--- src/hw/rtl/mwbps_pkg.sv ---
// Shared package for the masked wildcard byte pattern search core.
// Holds field widths, reset values, request and register codes, and the
// pattern entry and queue entry types. Depends on nothing.
package mwbps_pkg;

   localparam int PATTERN_MAX_DEFAULT = 64;
   localparam int CMP_W = 10;
   localparam int QUEUE_DEPTH = 4;

   localparam int BYTE_W = 8;
   localparam int TYPE_W = 2;
   localparam int ENTRY_INDEX_W = 6;
   localparam int WORD_W = 32;
   localparam int LENGTH_REG_W = 7;
   localparam int CSR_INDEX_W = 2;

   localparam logic [LENGTH_REG_W-1:0] LENGTH_RESET = 7'd1;
   localparam logic [BYTE_W-1:0] MASK_RESET = 8'hfc;
   localparam logic [WORD_W-1:0] BASE_RESET = 32'h8001_0000;
   localparam logic [WORD_W-1:0] CALL_MASK = 32'h0fff_ffff;
   localparam logic [WORD_W-1:0] CALL_OP = 32'h0c00_0000;

   typedef enum logic [TYPE_W-1:0] {
      REQ_LOAD = 2'd0,
      REQ_SCAN = 2'd1,
      REQ_RESTART = 2'd2
   } req_kind_type;

   typedef enum logic [CSR_INDEX_W-1:0] {
      CSR_PATTERN_LENGTH = 2'd0,
      CSR_COMPARE_MASK = 2'd1,
      CSR_BASE_ADDRESS = 2'd2
   } csr_index_type;

   typedef struct packed {
      logic care;
      logic [BYTE_W-1:0] value;
   } pat_entry_type;

   typedef struct packed {
      logic restart;
      logic window_hit;
      logic [WORD_W-1:0] start;
   } queue_entry_type;

endpackage

--- src/hw/rtl/mwbps_if.sv ---
// Channel interfaces of the pattern search core: request, response and
// register write channels, each with valid, ready and payload.
// Depends on mwbps_pkg for the field widths.
interface mwbps_req_if import mwbps_pkg::*; ();
   logic valid;
   logic ready;
   logic [TYPE_W-1:0] req_type;
   logic [ENTRY_INDEX_W-1:0] entry_index;
   logic entry_care;
   logic [BYTE_W-1:0] entry_value;
   logic [BYTE_W-1:0] data_byte;

   modport source(output valid, req_type, entry_index, entry_care, entry_value, data_byte,
                  input ready);
   modport sink(input valid, req_type, entry_index, entry_care, entry_value, data_byte,
                output ready);
endinterface

interface mwbps_rsp_if import mwbps_pkg::*; ();
   logic valid;
   logic ready;
   logic [WORD_W-1:0] match_number;
   logic [WORD_W-1:0] match_offset;
   logic [WORD_W-1:0] call_word;

   modport source(output valid, match_number, match_offset, call_word, input ready);
   modport sink(input valid, match_number, match_offset, call_word, output ready);
endinterface

interface mwbps_csr_if import mwbps_pkg::*; ();
   logic valid;
   logic ready;
   logic [CSR_INDEX_W-1:0] index;
   logic [WORD_W-1:0] data;

   modport source(output valid, index, data, input ready);
   modport sink(input valid, index, data, output ready);
endinterface

--- src/hw/rtl/mwbps_ram.sv ---
// Generic single write port, single read port RAM with registered read data.
// Depends on nothing.
module mwbps_ram #(
   parameter int WIDTH = 8,
   parameter int DEPTH = 64,
   localparam int ADDR_W = (DEPTH > 1) ? $clog2(DEPTH) : 1
) (
   input logic clock,
   input logic wr_en,
   input logic [ADDR_W-1:0] wr_addr,
   input logic [WIDTH-1:0] wr_data,
   input logic [ADDR_W-1:0] rd_addr,
   output logic [WIDTH-1:0] rd_data
);

   logic [WIDTH-1:0] mem_ff [DEPTH];
   logic [WIDTH-1:0] rd_data_ff;

   always_ff @(posedge clock) begin
      if (wr_en) begin
         mem_ff[wr_addr] <= wr_data;
      end
      rd_data_ff <= mem_ff[rd_addr];
   end

   assign rd_data = rd_data_ff;

endmodule

--- src/hw/rtl/mwbps_front.sv ---
// Front end: accepts request beats, stores pattern entries, keeps the byte
// window and an aligned copy of the pattern, and compares the window.
// Depends on mwbps_pkg, mwbps_if and mwbps_ram.
module mwbps_front import mwbps_pkg::*; #(
   parameter int PATTERN_MAX = PATTERN_MAX_DEFAULT,
   localparam int LEN_W = $clog2(PATTERN_MAX + 1)
) (
   input logic clock,
   input logic reset,
   mwbps_req_if.sink req,
   input logic [LEN_W-1:0] eff_len,
   input logic [BYTE_W-1:0] compare_mask,
   input logic realign_start,
   output logic push_valid,
   output queue_entry_type push_data,
   input logic queue_full
);

   localparam int IDX_W = (PATTERN_MAX > 1) ? $clog2(PATTERN_MAX) : 1;

   logic accept;
   logic is_load;
   logic is_scan;
   logic is_restart;
   logic [CMP_W-1:0] len_cw;
   logic [CMP_W-1:0] idx_cw;
   logic load_in_range;
   pat_entry_type load_entry;
   pat_entry_type rd_entry;

   logic sweep_active_ff, sweep_active_in;
   logic sweep_pend_ff, sweep_pend_in;
   logic [IDX_W-1:0] sweep_idx_ff, sweep_idx_in;
   logic [IDX_W-1:0] sweep_pidx_ff, sweep_pidx_in;

   logic aw_en;
   logic [CMP_W-1:0] aw_pos;
   pat_entry_type aw_data;
   pat_entry_type aligned_ff [PATTERN_MAX];
   pat_entry_type aligned_in [PATTERN_MAX];

   logic [BYTE_W-1:0] window_ff [PATTERN_MAX];
   logic [BYTE_W-1:0] window_in [PATTERN_MAX];
   logic [PATTERN_MAX-1:0] cell_ok;

   logic [WORD_W-1:0] offset_ff, offset_in;

   assign req.ready = !(sweep_active_ff || sweep_pend_ff) && !queue_full;
   assign accept = req.valid && req.ready;
   assign is_load = accept && (req.req_type == REQ_LOAD);
   assign is_scan = accept && (req.req_type == REQ_SCAN);
   assign is_restart = accept && (req.req_type == REQ_RESTART);

   assign len_cw = CMP_W'(eff_len);
   assign idx_cw = CMP_W'(req.entry_index);
   assign load_in_range = idx_cw < CMP_W'(PATTERN_MAX);
   assign load_entry = '{care: req.entry_care, value: req.entry_value};

   mwbps_ram #(
      .WIDTH($bits(pat_entry_type)),
      .DEPTH(PATTERN_MAX)
   ) u_pattern_ram (
      .clock(clock),
      .wr_en(is_load && load_in_range),
      .wr_addr(idx_cw[IDX_W-1:0]),
      .wr_data(load_entry),
      .rd_addr(sweep_idx_ff),
      .rd_data(rd_entry)
   );

   // After a length change the aligned copy is rebuilt from the pattern RAM,
   // one entry per cycle, with entry i landing at position length-1-i.
   always_comb begin
      sweep_active_in = sweep_active_ff;
      sweep_idx_in = sweep_idx_ff;
      sweep_pend_in = sweep_active_ff;
      sweep_pidx_in = sweep_idx_ff;
      if (sweep_active_ff) begin
         sweep_idx_in = sweep_idx_ff + IDX_W'(1);
         if (CMP_W'(sweep_idx_ff) == len_cw - CMP_W'(1)) begin
            sweep_active_in = 1'b0;
         end
      end
      if (realign_start) begin
         sweep_active_in = 1'b1;
         sweep_idx_in = '0;
      end
   end

   always_comb begin
      aw_en = 1'b0;
      aw_pos = '0;
      aw_data = load_entry;
      if (sweep_pend_ff) begin
         aw_en = 1'b1;
         aw_pos = len_cw - CMP_W'(1) - CMP_W'(sweep_pidx_ff);
         aw_data = rd_entry;
      end else if (is_load && (idx_cw < len_cw)) begin
         aw_en = 1'b1;
         aw_pos = len_cw - CMP_W'(1) - idx_cw;
      end
   end

   always_comb begin
      for (int j = 0; j < PATTERN_MAX; j++) begin
         aligned_in[j] = (aw_en && (aw_pos == CMP_W'(j))) ? aw_data : aligned_ff[j];
      end
   end

   assign window_in[0] = req.data_byte;

   for (genvar j = 0; j < PATTERN_MAX; j++) begin : g_cell
      if (j > 0) begin : g_shift
         assign window_in[j] = window_ff[j-1];
      end
      assign cell_ok[j] = !(aligned_ff[j].care && (CMP_W'(j) < len_cw)) ||
                          (((window_in[j] ^ aligned_ff[j].value) & compare_mask) == '0);
   end

   always_comb begin
      offset_in = offset_ff;
      if (is_restart) begin
         offset_in = '0;
      end else if (is_scan) begin
         offset_in = offset_ff + WORD_W'(1);
      end
   end

   assign push_valid = is_scan || is_restart;
   assign push_data.restart = is_restart;
   assign push_data.window_hit = &cell_ok;
   assign push_data.start = offset_ff + WORD_W'(1) - WORD_W'(eff_len);

   always_ff @(posedge clock) begin
      if (reset) begin
         sweep_active_ff <= 1'b0;
         sweep_pend_ff <= 1'b0;
         offset_ff <= '0;
      end else begin
         sweep_active_ff <= sweep_active_in;
         sweep_pend_ff <= sweep_pend_in;
         offset_ff <= offset_in;
      end
   end

   always_ff @(posedge clock) begin
      sweep_idx_ff <= sweep_idx_in;
      sweep_pidx_ff <= sweep_pidx_in;
      aligned_ff <= aligned_in;
      if (is_scan) begin
         window_ff <= window_in;
      end
   end

endmodule

--- src/hw/rtl/mwbps_queue.sv ---
// Short queue between the front end and the back end of the search core.
// Depends on mwbps_pkg for the entry type and depth.
module mwbps_queue import mwbps_pkg::*; (
   input logic clock,
   input logic reset,
   input logic push_valid,
   input queue_entry_type push_data,
   output logic full,
   input logic pop_ready,
   output logic pop_valid,
   output queue_entry_type pop_data
);

   localparam int PTR_W = $clog2(QUEUE_DEPTH);
   localparam int CNT_W = $clog2(QUEUE_DEPTH + 1);

   queue_entry_type entries_ff [QUEUE_DEPTH];
   logic [PTR_W-1:0] wr_ptr_ff, wr_ptr_in;
   logic [PTR_W-1:0] rd_ptr_ff, rd_ptr_in;
   logic [CNT_W-1:0] count_ff, count_in;
   logic do_pop;

   assign full = count_ff == CNT_W'(QUEUE_DEPTH);
   assign pop_valid = count_ff != '0;
   assign pop_data = entries_ff[rd_ptr_ff];
   assign do_pop = pop_valid && pop_ready;

   always_comb begin
      wr_ptr_in = push_valid ? wr_ptr_ff + PTR_W'(1) : wr_ptr_ff;
      rd_ptr_in = do_pop ? rd_ptr_ff + PTR_W'(1) : rd_ptr_ff;
      count_in = count_ff;
      if (push_valid && !do_pop) begin
         count_in = count_ff + CNT_W'(1);
      end else if (!push_valid && do_pop) begin
         count_in = count_ff - CNT_W'(1);
      end
   end

   always_ff @(posedge clock) begin
      if (reset) begin
         wr_ptr_ff <= '0;
         rd_ptr_ff <= '0;
         count_ff <= '0;
      end else begin
         wr_ptr_ff <= wr_ptr_in;
         rd_ptr_ff <= rd_ptr_in;
         count_ff <= count_in;
      end
   end

   always_ff @(posedge clock) begin
      if (push_valid) begin
         entries_ff[wr_ptr_ff] <= push_data;
      end
   end

endmodule

--- src/hw/rtl/mwbps_back.sv ---
// Back end: counts bytes since the last hit or restart, numbers the hits and
// forms the call word in the response register.
// Depends on mwbps_pkg and mwbps_if.
module mwbps_back import mwbps_pkg::*; #(
   parameter int PATTERN_MAX = PATTERN_MAX_DEFAULT,
   localparam int LEN_W = $clog2(PATTERN_MAX + 1)
) (
   input logic clock,
   input logic reset,
   input logic pop_valid,
   input queue_entry_type pop_data,
   output logic pop_ready,
   input logic [LEN_W-1:0] eff_len,
   input logic [WORD_W-1:0] base_address,
   mwbps_rsp_if.source rsp
);

   logic take;
   logic do_pop;
   logic hit;
   logic [LEN_W-1:0] fill_step;
   logic [WORD_W-1:0] call_sum;

   logic [LEN_W-1:0] fill_ff, fill_in;
   logic [WORD_W-1:0] hit_count_ff, hit_count_in;
   logic out_valid_ff, out_valid_in;
   logic [WORD_W-1:0] number_ff, number_in;
   logic [WORD_W-1:0] offset_ff, offset_in;
   logic [WORD_W-1:0] call_ff, call_in;

   assign take = !out_valid_ff || rsp.ready;
   assign pop_ready = take;
   assign do_pop = pop_valid && take;

   assign fill_step = (fill_ff == LEN_W'(PATTERN_MAX)) ? fill_ff : fill_ff + LEN_W'(1);
   assign hit = pop_data.window_hit && (fill_step >= eff_len);
   assign call_sum = pop_data.start + base_address;

   always_comb begin
      fill_in = fill_ff;
      hit_count_in = hit_count_ff;
      out_valid_in = out_valid_ff && !rsp.ready;
      number_in = number_ff;
      offset_in = offset_ff;
      call_in = call_ff;
      if (do_pop) begin
         if (pop_data.restart) begin
            fill_in = '0;
            hit_count_in = '0;
         end else if (hit) begin
            fill_in = '0;
            hit_count_in = hit_count_ff + WORD_W'(1);
            out_valid_in = 1'b1;
            number_in = hit_count_ff;
            offset_in = pop_data.start;
            call_in = ((call_sum & CALL_MASK) >> 2) | CALL_OP;
         end else begin
            fill_in = fill_step;
         end
      end
   end

   always_ff @(posedge clock) begin
      if (reset) begin
         fill_ff <= '0;
         hit_count_ff <= '0;
         out_valid_ff <= 1'b0;
      end else begin
         fill_ff <= fill_in;
         hit_count_ff <= hit_count_in;
         out_valid_ff <= out_valid_in;
      end
   end

   always_ff @(posedge clock) begin
      number_ff <= number_in;
      offset_ff <= offset_in;
      call_ff <= call_in;
   end

   assign rsp.valid = out_valid_ff;
   assign rsp.match_number = number_ff;
   assign rsp.match_offset = offset_ff;
   assign rsp.call_word = call_ff;

endmodule

--- src/hw/rtl/masked_wildcard_byte_pattern_search_core.sv ---
// Masked wildcard byte pattern search core, top level.
// Takes one request beat per cycle unless a realign sweep or a full queue
// stalls it; a hit passes through the queue and then the response register
// before it reaches the response port.
// A pattern_length write stalls requests while the aligned pattern is
// rebuilt from the pattern RAM, one entry per cycle.
// Reset clears counters and restores register defaults; pattern entries are
// undefined until loaded. Depends on mwbps_pkg, mwbps_if, front, queue, back.
module masked_wildcard_byte_pattern_search_core import mwbps_pkg::*; #(
   parameter int PATTERN_MAX = PATTERN_MAX_DEFAULT
) (
   input logic clock,
   input logic reset,
   mwbps_req_if.sink req_bus,
   mwbps_rsp_if.source rsp_bus,
   mwbps_csr_if.sink csr_bus
);

   localparam int LEN_W = $clog2(PATTERN_MAX + 1);

   logic csr_write;
   logic realign_start;
   logic [CMP_W-1:0] len_cw;
   logic [CMP_W-1:0] len_clamped;
   logic [LEN_W-1:0] eff_len;

   logic [LENGTH_REG_W-1:0] length_ff, length_in;
   logic [BYTE_W-1:0] mask_ff, mask_in;
   logic [WORD_W-1:0] base_ff, base_in;

   logic push_valid;
   queue_entry_type push_data;
   logic queue_full;
   logic pop_valid;
   logic pop_ready;
   queue_entry_type pop_data;

   assign csr_bus.ready = 1'b1;
   assign csr_write = csr_bus.valid && csr_bus.ready;
   assign realign_start = csr_write && (csr_bus.index == CSR_PATTERN_LENGTH);

   always_comb begin
      length_in = length_ff;
      mask_in = mask_ff;
      base_in = base_ff;
      if (csr_write) begin
         case (csr_index_type'(csr_bus.index))
            CSR_PATTERN_LENGTH: length_in = csr_bus.data[LENGTH_REG_W-1:0];
            CSR_COMPARE_MASK: mask_in = csr_bus.data[BYTE_W-1:0];
            CSR_BASE_ADDRESS: base_in = csr_bus.data;
            default: ;
         endcase
      end
   end

   always_ff @(posedge clock) begin
      if (reset) begin
         length_ff <= LENGTH_RESET;
         mask_ff <= MASK_RESET;
         base_ff <= BASE_RESET;
      end else begin
         length_ff <= length_in;
         mask_ff <= mask_in;
         base_ff <= base_in;
      end
   end

   assign len_cw = CMP_W'(length_ff);

   always_comb begin
      len_clamped = len_cw;
      if (len_cw == '0) begin
         len_clamped = CMP_W'(1);
      end else if (len_cw > CMP_W'(PATTERN_MAX)) begin
         len_clamped = CMP_W'(PATTERN_MAX);
      end
   end

   assign eff_len = len_clamped[LEN_W-1:0];

   mwbps_front #(
      .PATTERN_MAX(PATTERN_MAX)
   ) u_front (
      .clock(clock),
      .reset(reset),
      .req(req_bus),
      .eff_len(eff_len),
      .compare_mask(mask_ff),
      .realign_start(realign_start),
      .push_valid(push_valid),
      .push_data(push_data),
      .queue_full(queue_full)
   );

   mwbps_queue u_queue (
      .clock(clock),
      .reset(reset),
      .push_valid(push_valid),
      .push_data(push_data),
      .full(queue_full),
      .pop_ready(pop_ready),
      .pop_valid(pop_valid),
      .pop_data(pop_data)
   );

   mwbps_back #(
      .PATTERN_MAX(PATTERN_MAX)
   ) u_back (
      .clock(clock),
      .reset(reset),
      .pop_valid(pop_valid),
      .pop_data(pop_data),
      .pop_ready(pop_ready),
      .eff_len(eff_len),
      .base_address(base_ff),
      .rsp(rsp_bus)
   );

endmodule
--- src/flat_wrapper.sv ---
// flat-port wrapper written by rule: the top's interface ports become plain ports
module masked_wildcard_byte_pattern_search_core_flat import mwbps_pkg::*;
#(
   parameter int PATTERN_MAX = PATTERN_MAX_DEFAULT
)
  (clock, reset, req_bus_valid, req_bus_req_type, req_bus_entry_index, req_bus_entry_care, req_bus_entry_value, req_bus_data_byte, req_bus_ready, rsp_bus_valid, rsp_bus_match_number, rsp_bus_match_offset, rsp_bus_call_word, rsp_bus_ready, csr_bus_valid, csr_bus_index, csr_bus_data, csr_bus_ready);
  mwbps_req_if req_bus_i ();
  mwbps_rsp_if rsp_bus_i ();
  mwbps_csr_if csr_bus_i ();
  input logic clock;
  input logic reset;
  input wire logic [$bits(req_bus_i.valid)-1:0] req_bus_valid;
  input wire logic [$bits(req_bus_i.req_type)-1:0] req_bus_req_type;
  input wire logic [$bits(req_bus_i.entry_index)-1:0] req_bus_entry_index;
  input wire logic [$bits(req_bus_i.entry_care)-1:0] req_bus_entry_care;
  input wire logic [$bits(req_bus_i.entry_value)-1:0] req_bus_entry_value;
  input wire logic [$bits(req_bus_i.data_byte)-1:0] req_bus_data_byte;
  output wire logic [$bits(req_bus_i.ready)-1:0] req_bus_ready;
  output wire logic [$bits(rsp_bus_i.valid)-1:0] rsp_bus_valid;
  output wire logic [$bits(rsp_bus_i.match_number)-1:0] rsp_bus_match_number;
  output wire logic [$bits(rsp_bus_i.match_offset)-1:0] rsp_bus_match_offset;
  output wire logic [$bits(rsp_bus_i.call_word)-1:0] rsp_bus_call_word;
  input wire logic [$bits(rsp_bus_i.ready)-1:0] rsp_bus_ready;
  input wire logic [$bits(csr_bus_i.valid)-1:0] csr_bus_valid;
  input wire logic [$bits(csr_bus_i.index)-1:0] csr_bus_index;
  input wire logic [$bits(csr_bus_i.data)-1:0] csr_bus_data;
  output wire logic [$bits(csr_bus_i.ready)-1:0] csr_bus_ready;
  assign req_bus_i.valid = req_bus_valid;
  assign req_bus_i.req_type = req_bus_req_type;
  assign req_bus_i.entry_index = req_bus_entry_index;
  assign req_bus_i.entry_care = req_bus_entry_care;
  assign req_bus_i.entry_value = req_bus_entry_value;
  assign req_bus_i.data_byte = req_bus_data_byte;
  assign req_bus_ready = req_bus_i.ready;
  assign rsp_bus_valid = rsp_bus_i.valid;
  assign rsp_bus_match_number = rsp_bus_i.match_number;
  assign rsp_bus_match_offset = rsp_bus_i.match_offset;
  assign rsp_bus_call_word = rsp_bus_i.call_word;
  assign rsp_bus_i.ready = rsp_bus_ready;
  assign csr_bus_i.valid = csr_bus_valid;
  assign csr_bus_i.index = csr_bus_index;
  assign csr_bus_i.data = csr_bus_data;
  assign csr_bus_ready = csr_bus_i.ready;
  masked_wildcard_byte_pattern_search_core #(.PATTERN_MAX(PATTERN_MAX)) u_core (.clock(clock), .reset(reset), .req_bus(req_bus_i), .rsp_bus(rsp_bus_i), .csr_bus(csr_bus_i));
endmodule
--- config.mk ---
export PLATFORM = sky130hd
export DESIGN_NAME = masked_wildcard_byte_pattern_search_core_flat
export DESIGN_NICKNAME = d
export VERILOG_FILES = /design/src/hw/rtl/mwbps_pkg.sv /design/src/hw/rtl/mwbps_if.sv /design/src/hw/rtl/mwbps_ram.sv /design/src/hw/rtl/mwbps_front.sv /design/src/hw/rtl/mwbps_queue.sv /design/src/hw/rtl/mwbps_back.sv /design/src/hw/rtl/masked_wildcard_byte_pattern_search_core.sv /design/src/flat_wrapper.sv
export SDC_FILE = /design/constraint.sdc
export NUM_CORES = 2
export LEC_CHECK = 0
export BUFFER_PORTS_ARGS = -buffer_cell sky130_fd_sc_hd__buf_2
export CAP_MARGIN = 40
export CORE_UTILIZATION = 62
export DETAILED_ROUTE_END_ITERATION = 10
export GPL_ROUTABILITY_DRIVEN = 1
export PLACE_DENSITY = 0.79
export RECOVER_POWER = 100
export SKIP_LAST_GASP = 1
export SYNTH_ARGS = -nofsm -noshare
export SYNTH_HDL_FRONTEND = slang
export SYNTH_HIERARCHICAL = 1
export SYNTH_SLANG_ARGS = --single-unit
--- constraint.sdc ---
create_clock -name clock -period 19.8 [get_ports clock]
set_input_delay 2.97 -clock clock [delete_from_list [all_inputs] [get_ports clock]]
set_output_delay 2.97 -clock clock [all_outputs]
set_load 0.05 [all_outputs]
### After elaboration in Yosys (flattened, before gate mapping)

Memory sizes are Yosys's and may differ from the RTL's. A register that Yosys moved wholly into a read port is not among the register bits.
Index checks and enable logic that the tools add are counted.

* bits in registers: 1306
* bits in writable memories: 712
* bits of input ports: 64
* output and inout bits: 99
* word-level logic and storage cells: 872
* memories kept: 2

Memories
* u_core.u_front.u_pattern_ram.mem_ff: words 64, bits a word 9, read ports 1, clocked after memory_dff 1, write ports 1, line mwbps_ram.sv:16 `logic [WIDTH-1:0] mem_ff [DEPTH];`
* u_core.u_queue.entries_ff: words 4, bits a word 34, read ports 1, clocked after memory_dff 1, write ports 1, line mwbps_queue.sv:17 `queue_entry_type entries_ff [QUEUE_DEPTH];`

* add/subtract/negate cells: 13
* order comparisons: 68
* eq/ne operators: 70
* multiplexer cells: 26
* bitwise logic cells: 129
* reductions and logical operators: 356

Operators by type and width (number)
* bitwise AND 8 bit: 64
* logical NOT 8 bit: 64
* XOR 8 bit: 64
* == test 10 x 6 -> 1 bit, second input constant: 32
* less-than comparator 6 x 7 -> 1 bit, first input constant: 32
* == test 10 x 5 -> 1 bit, second input constant: 16
* logical AND 1 bit: 141
* less-than comparator 5 x 7 -> 1 bit, first input constant: 16
* == test 10 x 4 -> 1 bit, second input constant: 8
* logical NOT 1 bit: 70
* logical OR 1 bit: 67
* adder 32 x 1 -> 32 bit, second input constant: 2
* two-way mux 32 bit: 2
* AND reduction 64 bit: 1
* less-than comparator 4 x 7 -> 1 bit, first input constant: 8
* == test 10 x 3 -> 1 bit, second input constant: 4
* two-way mux 7 bit: 5
* subtractor 32 x 7 -> 32 bit: 1
* adder 28 bit: 1
* less-than comparator 3 x 7 -> 1 bit, first input constant: 4
* == test 10 x 2 -> 1 bit, second input constant: 2
* logical NOT 10 bit: 2
* two-way mux 10 bit: 2
* less-than comparator 1 x 7 -> 1 bit, first input constant: 2
* 30 further kinds: 52

### Logic depth before layout (Yosys ltp)

* depth after elaboration: 10
* mapped depth: 16
* gate-level depth less buffers: 14

### Hierarchy

The synthesis kept the hierarchy.

By module, submodules not included
* mwbps_front: instances 1, cells an instance 2823, area an instance 45615.0 um^2, seq. area each 33352.0 um^2
* mwbps_ram: instances 1, cells an instance 1020, area an instance 22594.2 um^2, seq. area each 17476.8 um^2
* mwbps_back: instances 1, cells an instance 542, area an instance 6193.4 um^2, seq. area each 3503.4 um^2
* mwbps_queue: instances 1, cells an instance 222, area an instance 5393.9 um^2, seq. area each 4264.1 um^2
* masked_wildcard_byte_pattern_search_core: instances 1, cells an instance 211, area an instance 2102.0 um^2, seq. area each 940.9 um^2

### Least setup slack after synthesis

No wires, ideal clock.

* kind: input-to-reg
* start: input req_bus_req_type[1]
* end: register u_core.u_front.offset_ff[8]
* library setup time: 0.131 ns
* arrival: 18.418 ns
* required time: 19.669 ns
* path slack: 1.250 ns
* cell stages on the path: 6
* path buffers: 1
* cells stage by stage: nand4b_1 clkinv_1 clkbuf_1 nand2_1 xnor2_1 nor2_1

* elaborated cells on any way between the ends: 5
* those cells by class: eq/ne: 2; reduce/logical: 3

RTL lines
* from (decl): line flat_wrapper.sv:13 `input wire logic [$bits(req_bus_i.req_type)-1:0] req_bus_req_type;`
* == test 2 x 1 -> 1 bit: line mwbps_front.sv:51 `assign is_scan = accept && (req.req_type == REQ_SCAN);`
* logical AND 1 bit: line mwbps_front.sv:51
* net u_core.u_front.is_scan: line mwbps_front.sv:23 `logic is_scan;`
* to (signal assigned): line mwbps_front.sv:142 `offset_ff <= offset_in;`
* to (decl): line mwbps_front.sv:46 `logic [WORD_W-1:0] offset_ff, offset_in;`

The timed path passes the listed nets, and every way through them passes these cells.
A chain may end at the register's enable or synchronous reset.

### Final worst setup path

* start: input req_bus_req_type[1]
* end: register u_core/u_front/window_ff[466] (netlist name) (enable)

* longest elaborated chain between the ends: 2

Ends and longest elaborated chain
* == test 2 x 1 -> 1 bit: line mwbps_front.sv:51
* logical AND 1 bit: line mwbps_front.sv:51
* to (signal assigned): line mwbps_front.sv:151 `window_ff <= window_in;`
* to (decl): line mwbps_front.sv:42 `logic [BYTE_W-1:0] window_ff [PATTERN_MAX];`

Every way passes these cells.

==> flow_summary.json <==
{
  "fin_crit_sh": 0.571,
  "port_buffers": 151,
  "row_count": 132,
  "avgViaCountPerCell": 6.43,
  "ctsHtreeMaxLevel": 4,
  "holdPathEnd": "u_core/u_front/window_ff[114]",
  "final_area_mm2": 0.0903,
  "fill_cells": 8212,
  "setup_viol": 0,
  "coreArea_mm2": 0.130,
  "antenna_found_initial": 11,
  "grt_max_degree": 174,
  "rsz0062_at_grt": "no",
  "syn_to_final_growth_pct": 10.5,
  "netlist_area_mm2": 0.0817,
  "numCtsBuffers": 191,
  "ioPinCount": 163,
  "die_w_um": 365,
  "drive_gt1_frac": 0.115,
  "setup_tns_ps": 0,
  "ctsLongestPathBuffers": 3,
  "hold_path.class": "reg2reg",
  "cap_viol_max_count": 37,
  "maxSlewViolCount": 1826,
  "whs_ps": 436,
  "path_clk_slew_ps": 60,
  "worst_r2r_path_depth": 11,
  "die_h_um": 365,
  "tightest_slew_ps": 7080,
  "dpl-instance-area_mm2": 0.0848,
  "hold_viol": 0,
  "regArea_mm2": 0.0595,
  "num-nets-final": 5210,
  "r2r-start": "u_core/u_queue/count_ff[0]",
  "critPathLaunchType": "input port",
  "wl_per_cell_um": 26.8,
  "grt_pass1_vias": 44800,
  "firstDrtPassIters": 6,
  "routabilityCongestion": 0.905,
  "grt_pass1_wl_mm": 277,
  "clkSinkCount": 2029,
  "via_count": 44900,
  "hold_depth": 0,
  "min_period_ps": 11300,
  "drcViolationCount": 0,
  "cts_resized": 0,
  "syn_inst": 4802,
  "start_util": 0.628,
  "hold_path.startpoint": "u_core/u_front/window_ff[122]",
  "dp_hpwl_mm": 114,
  "worstPathArrival_ps": 11720,
  "overflow": 0,
  "power.density_mw_per_mm2": 112,
  "slew_headroom": -3.72,
  "criticalPathCategory": "in2reg",
  "cts_tree": "built",
  "drt_iter0_markers": 5408,
  "wl_mm": 188,
  "cp-end-kind": "register",
  "multi_input_area_mm2": 0.0209,
  "violations": "max-capacitance violations, max-slew violations",
  "grt_usage": 0.282,
  "post_cts_buffers": 0,
  "postCtsHoldBufs": 0,
  "ir_drop_mv": 0.101,
  "root_buffer": "clkbuf_16",
  "clock_latency_ps": 850,
  "skew_ps": 50.5,
  "regToRegSetupSlack_ps": 9100,
  "post-route-util": 0.694,
  "yosysWarnings": 6,
  "dieArea_mm2": 0.133,
  "p_leak_uw": 0.0290,
  "crit_fanout": 173,
  "outcome": "finished with violations",
  "fmax_ghz": 0.0885,
  "cp_data_required_time_ps": 20220,
  "r2r-end": "u_core/u_front/window_ff[466]",
  "syn_area_per_cell_um2": 17.0,
  "drtAntennaViolNets": 0
}
## worst max-delay path by stage
stage / start / to / slack [ps] / cells after the start
global route: req_bus_req_type[1] / u_core/u_front/window_ff[466] / 7710 / 9
global placement: req_bus_req_type[1] / u_core/u_front/window_ff[434] / 12600 / 7
finish: req_bus_req_type[1] / u_core/u_front/window_ff[466] / 8500 / 9
detailed placement: req_bus_req_type[1] / u_core/u_front/window_ff[436] / 12690 / 9
CTS: req_bus_req_type[1] / u_core/u_front/window_ff[466] / 13520 / 9
floorplan: req_bus_req_type[1] / u_core/u_front/offset_ff[8] / 1250 / 6
## worst max-delay path, cell delays in order
cell and delay (ps):
clkbuf_1 100, nand4b_1 190, clkbuf_1 540, clkinvlp_2 730
clkbuf_1 4910, buf_12 460, buf_4 600, buf_12 290
buf_4 680
## per-layer routing
| metal | track usage | part of all wire |
|---|---|---|
| met4 | 0.116 | 0.041 |
| met3 | 0.0629 | 0.096 |
| met1 | 0.372 | 0.38 |
| met5 | 0 | 0 |
| met2 | 0.458 | 0.49 |
## layout by cell type, fill, tap and decap left out, types with 11 or more instances in the layout
cell	instances
mux2i_1	73
nand3_1	89
o21a_1	11
a21o_1	14
a31oi_1	18
inv_1	49
nand2_1	128
mux2_2	12
dfxtp_1	138
buf_4	28
bufinv_16	14
o21ai_0	53
nand4_1	103
o22ai_1	13
mux4_2	173
ha_1	70
nor3_1	35
mux4_1	12
a22oi_1	259
clkinv_2	32
nor2b_1	38
nand2b_1	80
nor2_1	276
and2_1	13
o2111ai_1	14
xor2_1	569
xnor2_1	79
o211ai_1	49
clkinv_1	43
clkbuf_16	192
or3_1	21
edfxtp_1	1882
clkbuf_1	236
a21oi_1	70
or4_1	22
buf_2	46
## sequential cells by signal, summed over array words and instances (netlist names), named ones only
name / count
u_core/u_queue/rd_ptr_ff: 2
u_core/u_front/offset_ff: 32
u_core/u_front/sweep_pidx_ff: 6
u_core/u_back/rsp.match_number: 32
u_core/base_ff: 28
u_core/u_front/sweep_pend_ff: 1
u_core/u_back/hit_count_ff: 32
u_core/u_front/u_pattern_ram/rd_data: 9
u_core/u_front/sweep_idx_ff: 6
u_core/u_back/rsp.valid: 1
u_core/u_queue/entries_ff: 136
u_core/u_back/rsp.match_offset: 32
u_core/length_ff: 7
u_core/u_front/sweep_active_ff: 1
u_core/u_queue/wr_ptr_ff: 2
u_core/u_front/u_pattern_ram/mem_ff: 576
u_core/u_back/rsp.call_word: 26
u_core/u_front/window_ff: 504
u_core/u_queue/count_ff: 3
u_core/mask_ff: 8
u_core/u_back/fill_ff: 7
u_core/u_front/aligned_ff: 576
## per-stage QoR
step	total power, uW	cells	setup WS (ps)
2_1_floorplan	6190	4806	1250
3_3_place_gp	6520	6556	12600
3_5_place_dp	6590	6613	12690
4_1_cts	10100	6970	13520
5_1_grt	10400	6987	7710
6_report	10100	6988	8500
## final cells by class
class | instances | area share
clock buffers | 238 | 0.0558
inverters | 54 | 0.00227
clock inverters | 119 | 0.0125
flip-flops and latches | 2029 | 0.658
multi-input cells | 2514 | 0.232
diodes | 10 | 0.000277
well taps | 1742 | 0.0241
repair buffers | 282 | 0.0151
## power by group
group / internal (uW) / switching (uW)
clock: 2000 / 1590
sequential: 4910 / 102
combinational: 553 / 957
total: 7460 / 2650
Power figures use the tool's default switching activity.
